File: config.mk
export PLATFORM = sky130hd
export DESIGN_NAME = permutation_parity_unit
export DESIGN_NICKNAME = d
export VERILOG_FILES = /design/src/ppu_pkg.sv /design/src/permutation_parity_unit.sv /design/src/ppu_ram.sv /design/src/ppu_load.sv /design/src/ppu_walk.sv
export SDC_FILE = /design/constraint.sdc
export NUM_CORES = 1
export LEC_CHECK = 0
export ABC_AREA = 1
export BUFFER_PORTS_ARGS = -buffer_cell sky130_fd_sc_hd__buf_2
export CAP_MARGIN = 20
export CORE_MARGIN = 2
export CORE_UTILIZATION = 50
export DETAILED_ROUTE_END_ITERATION = 12
export PLACE_DENSITY = 0.73
export RECOVER_POWER = 25
export SYNTH_ARGS = -nofsm -noshare
export SYNTH_HDL_FRONTEND = slang
export SYNTH_HIERARCHICAL = 1
export SYNTH_SLANG_ARGS = --single-unit
File: constraint.sdc
create_clock -name clk -period 2.09 [get_ports clk]
set_input_delay 0.209 -clock clk [delete_from_list [all_inputs] [get_ports clk]]
set_output_delay 0.209 -clock clk [all_outputs]
set_load 0.02 [all_outputs]
File: src/ppu_pkg.sv
// Shared types and constants for the permutation parity unit.
package ppu_pkg;

	localparam int TILE_W = 5;

	typedef struct packed {
		logic done;
		logic bad;
		logic blank_odd;
	} load_sum_t;

	typedef struct packed {
		logic done;
		logic odd;
	} walk_res_t;

	localparam logic [1:0] WALK_IDLE = 2'd0;
	localparam logic [1:0] WALK_SCAN = 2'd1;
	localparam logic [1:0] WALK_STEP = 2'd2;

endpackage

File: src/permutation_parity_unit.sv
// Top level of the permutation parity unit: loader, board RAM, cycle walker, result register.
//
// Channel   Dir  Per item           Fields (tdata, low bit up)
// s_axis    in   one board tile     tile_value[4:0], zero pad [7:5]
// m_axis    out  one result a board parity[0], invalid[1], zero pad [7:2]
//
// Tiles load in order, one per accepted beat; the last tile closes the board.
// A valid board is then walked through the single RAM read port: each start position is
// scanned in turn and every unvisited one has its permutation cycle followed tile by tile.
// A board with a repeated or out-of-range tile skips the walk.
// s_axis_tready is low from the last tile until the result enters the output register;
// a stalled result holds there while the next board loads. Reset clears all control state.
module permutation_parity_unit #(
	parameter int NUM_TILES = 25
) (
	input  logic       clk,
	input  logic       arst_n,
	input  logic       s_axis_tvalid,
	output logic       s_axis_tready,
	input  logic [7:0] s_axis_tdata,  // tile_value[4:0], pad [7:5]
	output logic       m_axis_tvalid,
	input  logic       m_axis_tready,
	output logic [7:0] m_axis_tdata   // parity[0], invalid[1], pad [7:2]
);

	localparam int PW = $clog2(NUM_TILES);

	logic                       take;
	logic                       wr_en;
	logic [PW-1:0]              wr_addr;
	logic [PW-1:0]              rd_addr;
	logic [ppu_pkg::TILE_W-1:0] rd_data;
	ppu_pkg::load_sum_t         sum;
	ppu_pkg::walk_res_t         res;
	logic                       busy_q;
	logic                       pend_q;
	logic                       pend_par_q;
	logic                       pend_inv_q;
	logic                       out_valid_q;
	logic                       out_par_q;
	logic                       out_inv_q;

	assign s_axis_tready = !busy_q;
	assign take = s_axis_tvalid && s_axis_tready;

	ppu_load #(.NUM_TILES(NUM_TILES)) u_load (
		.clk     (clk),
		.arst_n  (arst_n),
		.take    (take),
		.tile    (s_axis_tdata[ppu_pkg::TILE_W-1:0]),
		.wr_en   (wr_en),
		.wr_addr (wr_addr),
		.sum     (sum)
	);

	ppu_ram #(.WIDTH(ppu_pkg::TILE_W), .DEPTH(NUM_TILES)) u_ram (
		.clk     (clk),
		.wr_en   (wr_en),
		.wr_addr (wr_addr),
		.wr_data (s_axis_tdata[ppu_pkg::TILE_W-1:0]),
		.rd_addr (rd_addr),
		.rd_data (rd_data)
	);

	ppu_walk #(.NUM_TILES(NUM_TILES)) u_walk (
		.clk     (clk),
		.arst_n  (arst_n),
		.go      (sum.done && !sum.bad),
		.rd_addr (rd_addr),
		.rd_data (rd_data),
		.res     (res)
	);

	always_ff @(posedge clk or negedge arst_n) begin
		if (!arst_n) begin
			busy_q <= 1'b0;
			pend_q <= 1'b0;
			pend_par_q <= 1'b0;
			pend_inv_q <= 1'b0;
			out_valid_q <= 1'b0;
			out_par_q <= 1'b0;
			out_inv_q <= 1'b0;
		end else begin
			if (take && !busy_q && wr_addr == PW'(NUM_TILES - 1)) begin
				busy_q <= 1'b1;
			end
			if (sum.done && sum.bad) begin
				pend_q <= 1'b1;
				pend_par_q <= 1'b0;
				pend_inv_q <= 1'b1;
			end else if (res.done) begin
				pend_q <= 1'b1;
				pend_par_q <= res.odd ^ sum.blank_odd;
				pend_inv_q <= 1'b0;
			end
			if (pend_q && (!out_valid_q || m_axis_tready)) begin
				out_valid_q <= 1'b1;
				out_par_q <= pend_par_q;
				out_inv_q <= pend_inv_q;
				pend_q <= 1'b0;
				busy_q <= 1'b0;
			end else if (m_axis_tready) begin
				out_valid_q <= 1'b0;
			end
		end
	end

	assign m_axis_tvalid = out_valid_q;
	assign m_axis_tdata = {6'd0, out_inv_q, out_par_q};

endmodule

File: src/ppu_ram.sv
// Generic simple dual-port RAM with registered read.
module ppu_ram #(
	parameter int WIDTH = 5,
	parameter int DEPTH = 25
) (
	input  logic                     clk,
	input  logic                     wr_en,
	input  logic [$clog2(DEPTH)-1:0] wr_addr,
	input  logic [WIDTH-1:0]         wr_data,
	input  logic [$clog2(DEPTH)-1:0] rd_addr,
	output logic [WIDTH-1:0]         rd_data
);

	logic [WIDTH-1:0] mem_q [DEPTH];
	logic [WIDTH-1:0] rd_data_q;

	always_ff @(posedge clk) begin
		if (wr_en) begin
			mem_q[wr_addr] <= wr_data;
		end
		rd_data_q <= mem_q[rd_addr];
	end

	assign rd_data = rd_data_q;

endmodule

File: src/ppu_load.sv
// Board loader: position counter, duplicate check and blank position.
module ppu_load #(
	parameter int NUM_TILES = 25
) (
	input  logic                         clk,
	input  logic                         arst_n,
	input  logic                         take,
	input  logic [ppu_pkg::TILE_W-1:0]   tile,
	output logic                         wr_en,
	output logic [$clog2(NUM_TILES)-1:0] wr_addr,
	output ppu_pkg::load_sum_t           sum
);

	localparam int PW = $clog2(NUM_TILES);

	logic [PW-1:0]        cnt_q;
	logic [NUM_TILES-1:0] seen_q;
	logic                 bad_q;
	logic                 blank_odd_q;
	ppu_pkg::load_sum_t   sum_q;
	logic                 in_range;
	logic [PW-1:0]        tile_idx;
	logic                 dup;
	logic                 last;
	logic                 blank_odd_next;

	assign in_range = int'(tile) < NUM_TILES;
	assign tile_idx = PW'(tile);
	assign dup = in_range && seen_q[tile_idx];
	assign last = cnt_q == PW'(NUM_TILES - 1);
	assign blank_odd_next = (in_range && tile == '0) ? cnt_q[0] : blank_odd_q;

	assign wr_en = take && in_range;
	assign wr_addr = cnt_q;
	assign sum = sum_q;

	always_ff @(posedge clk or negedge arst_n) begin
		if (!arst_n) begin
			cnt_q <= '0;
			seen_q <= '0;
			bad_q <= 1'b0;
			blank_odd_q <= 1'b0;
			sum_q <= '0;
		end else begin
			sum_q.done <= take && last;
			if (take) begin
				if (last) begin
					cnt_q <= '0;
					seen_q <= '0;
					bad_q <= 1'b0;
					blank_odd_q <= 1'b0;
					sum_q.bad <= bad_q || !in_range || dup;
					sum_q.blank_odd <= blank_odd_next;
				end else begin
					cnt_q <= cnt_q + 1'b1;
					if (in_range) begin
						seen_q[tile_idx] <= 1'b1;
					end
					bad_q <= bad_q || !in_range || dup;
					blank_odd_q <= blank_odd_next;
				end
			end
		end
	end

endmodule

File: src/ppu_walk.sv
// Cycle walker: follows each permutation cycle through the board RAM.
module ppu_walk #(
	parameter int NUM_TILES = 25
) (
	input  logic                         clk,
	input  logic                         arst_n,
	input  logic                         go,
	output logic [$clog2(NUM_TILES)-1:0] rd_addr,
	input  logic [ppu_pkg::TILE_W-1:0]   rd_data,
	output ppu_pkg::walk_res_t           res
);

	localparam int   PW    = $clog2(NUM_TILES);
	localparam logic N_ODD = (NUM_TILES % 2) == 1;

	logic [1:0]           state_q;
	logic [PW-1:0]        start_q;
	logic [NUM_TILES-1:0] visited_q;
	logic                 par_q;
	logic                 done_q;
	logic [PW-1:0]        step_pos;
	logic                 start_last;
	logic                 walk_end;

	assign step_pos = PW'(rd_data);
	assign start_last = start_q == PW'(NUM_TILES - 1);
	assign walk_end = start_last &&
		((state_q == ppu_pkg::WALK_SCAN && visited_q[start_q]) ||
		(state_q == ppu_pkg::WALK_STEP && step_pos == start_q));
	assign rd_addr = (state_q == ppu_pkg::WALK_STEP) ? step_pos : start_q;
	assign res.done = done_q;
	assign res.odd = par_q;

	always_ff @(posedge clk or negedge arst_n) begin
		if (!arst_n) begin
			state_q <= ppu_pkg::WALK_IDLE;
			start_q <= '0;
			visited_q <= '0;
			par_q <= 1'b0;
			done_q <= 1'b0;
		end else begin
			done_q <= walk_end;
			case (state_q)
				ppu_pkg::WALK_IDLE: begin
					if (go) begin
						start_q <= '0;
						visited_q <= '0;
						par_q <= N_ODD;
						state_q <= ppu_pkg::WALK_SCAN;
					end
				end
				ppu_pkg::WALK_SCAN: begin
					if (visited_q[start_q]) begin
						if (start_last) begin
							state_q <= ppu_pkg::WALK_IDLE;
						end else begin
							start_q <= start_q + 1'b1;
						end
					end else begin
						visited_q[start_q] <= 1'b1;
						state_q <= ppu_pkg::WALK_STEP;
					end
				end
				ppu_pkg::WALK_STEP: begin
					if (step_pos == start_q) begin
						par_q <= ~par_q;
						if (start_last) begin
							state_q <= ppu_pkg::WALK_IDLE;
						end else begin
							start_q <= start_q + 1'b1;
							state_q <= ppu_pkg::WALK_SCAN;
						end
					end else begin
						visited_q[step_pos] <= 1'b1;
					end
				end
				default: begin
					state_q <= ppu_pkg::WALK_IDLE;
				end
			endcase
		end
	end

endmodule
==> results.json <==
{
  "endpoint": "u_ram/rd_data[0]",
  "drt-wirelength-per-cell_um": 16.1,
  "critPathBufInv": 3,
  "synth-seq-cells": 206,
  "synth_area_leader_cell": "edfxtp_1",
  "grt_pass1_wl_um": 39300,
  "dpl_worst_slack_ps": -36.6,
  "ys_seq_area_frac": 0.553,
  "grt_antenna_before_repair": 0,
  "drive_above_1_share": 0.143,
  "r2r_cells": 12,
  "grt.total_usage": 0.222,
  "yosysWarnings": 6,
  "placed_cells": 1510,
  "die_h_um": 148,
  "arrival_ps": 2520,
  "die_area_mm2": 0.0220,
  "synth_edf_count": 125,
  "r2r_end": "u_ram/rd_data[0]",
  "vdd_ir_drop_max_v": 0.000693,
  "synthDistinctLibCells": 46,
  "design_power_total_mw": 15.8,
  "fin_cells": 1565,
  "cp_data_required_time_ps": 2500,
  "path_clk_slew_ps": 60,
  "seq_area_mm2": 0.00576,
  "worst_path_max_delay_cell": "dfrtp_2",
  "wl_um": 25300,
  "path_max_fanout": 8,
  "nFillCells": 1660,
  "ios": 22,
  "multi_input_area_mm2": 0.00384,
  "htree_levels": 1,
  "crit_start": "u_walk/state_q[1]",
  "tightest_slew_ps": 1470,
  "ys_async_sr_fraction": 0.369,
  "p_leak_nw": 5.73,
  "cts_tree": "done",
  "grt_pass1_vias": 7936,
  "numPortBuffers": 12,
  "drv_cap": 0,
  "outcome": "finished, violations left",
  "cp_slowest_stage_delay_ps": 440,
  "hold_viol": 0,
  "drv_slew": 0,
  "rsz0062_at_grt": "true",
  "setup_viol": 2,
  "violations": "negative setup slack",
  "powerDensity_mw_per_mm2": 1300,
  "place_hpwl_um": 15300,
  "hold_class": "in2reg",
  "viasPerCell": 5.36,
  "cts_buffers": 23,
  "drc": 0,
  "dieWidth_um": 148,
  "synth-main-ff-cell": "edfxtp_1",
  "synth_top_area_share": 0.360,
  "rows": 52,
  "grt_overflow": 0,
  "drt-initial-drc-count": 697,
  "fmax_mhz": 473,
  "cpMostUsedCell": "nand2_1",
  "cpLargestDelayFamily": "simple AND/OR/NAND/NOR gates",
  "cp.depth": 12,
  "startpoint_type": "flop",
  "period_minus_slack_ps": 2110,
  "cts_sinks": 206,
  "path_cells": "ha_4 -> buf_6 -> o21ai_4 -> clkinv_4 -> buf_8 -> or2_1 -> nand2_1 -> nand3_2 -> nand3_2 -> nand2_1 -> nand2_1 -> nand2_1",
  "worstReg2RegStart": "u_walk/state_q[1]",
  "grt_max_degree": 43,
  "crit_type": "reg2reg",
  "setup_slack_ps": -25.0,
  "fp.coreArea_mm2": 0.0204,
  "critPathCaptureType": "flop",
  "layout.nets": 1300,
  "root_buffer": "clkbuf_16",
  "drt_pass1_iterations": 5,
  "cts_max_path_buffers": 3,
  "synth_cells": 1223,
  "syn2layout_area_growth_pct": 17.0,
  "synthTopCellsByArea": "edfxtp_1 (36%), dfrtp_1 (18%), nand2_1 (14%)",
  "synth_area_mm2": 0.0104,
  "start_util": 0.511,
  "ant_nets": 0,
  "slew_headroom": 0.0196,
  "diodes": 0,
  "syn_avg_cell_area_um2": 8.52,
  "regToRegSetupSlack_ps": -20,
  "period_share": 1.01,
  "gp_congestion": 0.913,
  "routed-via-count": 8393,
  "skew_ps": 9.48,
  "clkLatencyLatePin_ps": 510
}
[what timing repair did]
action,in CTS,in global routing
gates resized for setup,2,50
gates cloned,0,5
hold buffers,2,0
hold endpoints to repair,35,0
pin swaps,0,12
setup buffers,1,5
endpoints found under the setup margin,29,62
[kinds of logic after synthesis]
family / share of synthesized area
other: 0.000360
DFF: 0.553
adders and majority gates: 0.0120
and+or+nand+nor: 0.274
AOI/OAI and AO/OA: 0.0605
buffers and inverters: 0.0973
xor gates and xnor gates: 0.00336
[layout make-up]
type	instances	share of cell area
multi-input combinational	791	0.315
tap	270	0.0277
timing repair buffer	84	0.0667
sequential	206	0.472
inverter	172	0.0537
clock buffer	28	0.0512
clock inverter	14	0.0129
[layer usage]
layer  GRT usage  vias to the layer above  wire [um]
met3      0.0298                       38       1630
met2       0.382                      311      12700
li1            -                     4073          -
met5           0                        -          0
met1       0.297                     3971      10500
met4      0.0657                        0        425
[worst min-delay path: stages]
cell	delay, ps
buf_2	100
inv_1	90
nor2_1	50
nand3_1	80
a21oi_2	50
[power by group]
part           internal (mW)  switching, mW  leakage [nW]
clock network           2.50           1.62         0.378
registers               4.94          0.476          2.16
logic                   2.28           4.00          3.19
total                   9.72           6.10          5.73
[metrics by stage]
step	hold slack [ps]	setup TNS [ps]	area (um2)	util
after global placement	199	0	11000	0.541
final	97.3	-38.6	12200	0.599
after CTS	99.0	0	11800	0.581
after floorplan	-86.6	0	10400	-
after detailed placement	211	-330	11000	0.541
after global routing	116	-1140	12200	0.599
[sequential cells by signal, summed over array words and instances, names as in the netlist, 2 cells and up]
register	cells
u_ram/mem_q	125
u_load/wr_addr	5
u_walk/start_q	5
u_load/seen_q	25
u_load/sum	3
u_walk/state_q	2
u_ram/rd_data	5
u_walk/visited_q	25
[cell usage after synthesis (14+ instances only)]
master and instances:
inv_1 161, nor2_1 82, buf_4 18, edfxtp_1 125
o22ai_1 20, nand2_1 382, a21oi_1 29, clkbuf_1 14
o21ai_0 42, nand4_1 30, dfrtp_1 76, buf_2 18
nand3_1 133
[how the worst min path moves through the flow]
stage	slack [ps]	cells past startpoint	start	endpoint
2_1_floorplan	-90	0	arst_n	busy_q
3_3_place_gp	200	1	arst_n	u_walk/visited_q[9]
3_5_place_dp	210	1	arst_n	u_walk/visited_q[9]
4_1_cts	100	5	s_axis_tvalid	busy_q
5_1_grt	120	5	s_axis_tvalid	busy_q
6_report	100	5	s_axis_tvalid	busy_q
[placed cells by master, fill, tap and decap left out, drive strengths merged]
| cell | count |
|---|---|
| nand3b | 2 |
| nand2 | 389 |
| dlygate4sd3 | 2 |
| clkinv | 11 |
| clkbuf | 40 |
| dfxtp | 5 |
| o21a | 1 |
| conb | 6 |
| nor4 | 1 |
| dfrtp | 76 |
| a31oi | 3 |
| a21boi | 1 |
| o211ai | 4 |
| xor2 | 2 |
| nor2 | 86 |
| or2 | 7 |
| a21oi | 32 |
| clkinvlp | 3 |
| nand4 | 31 |
| bufinv | 3 |
| buf | 70 |
| inv | 169 |
| edfxtp | 125 |
| nor3 | 8 |
| o22ai | 20 |
| o21bai | 1 |
| nor3b | 1 |
| o21ai | 49 |
| ha | 10 |
| nand3 | 135 |
| xnor2 | 2 |
Power figures use the tool's default switching activity.
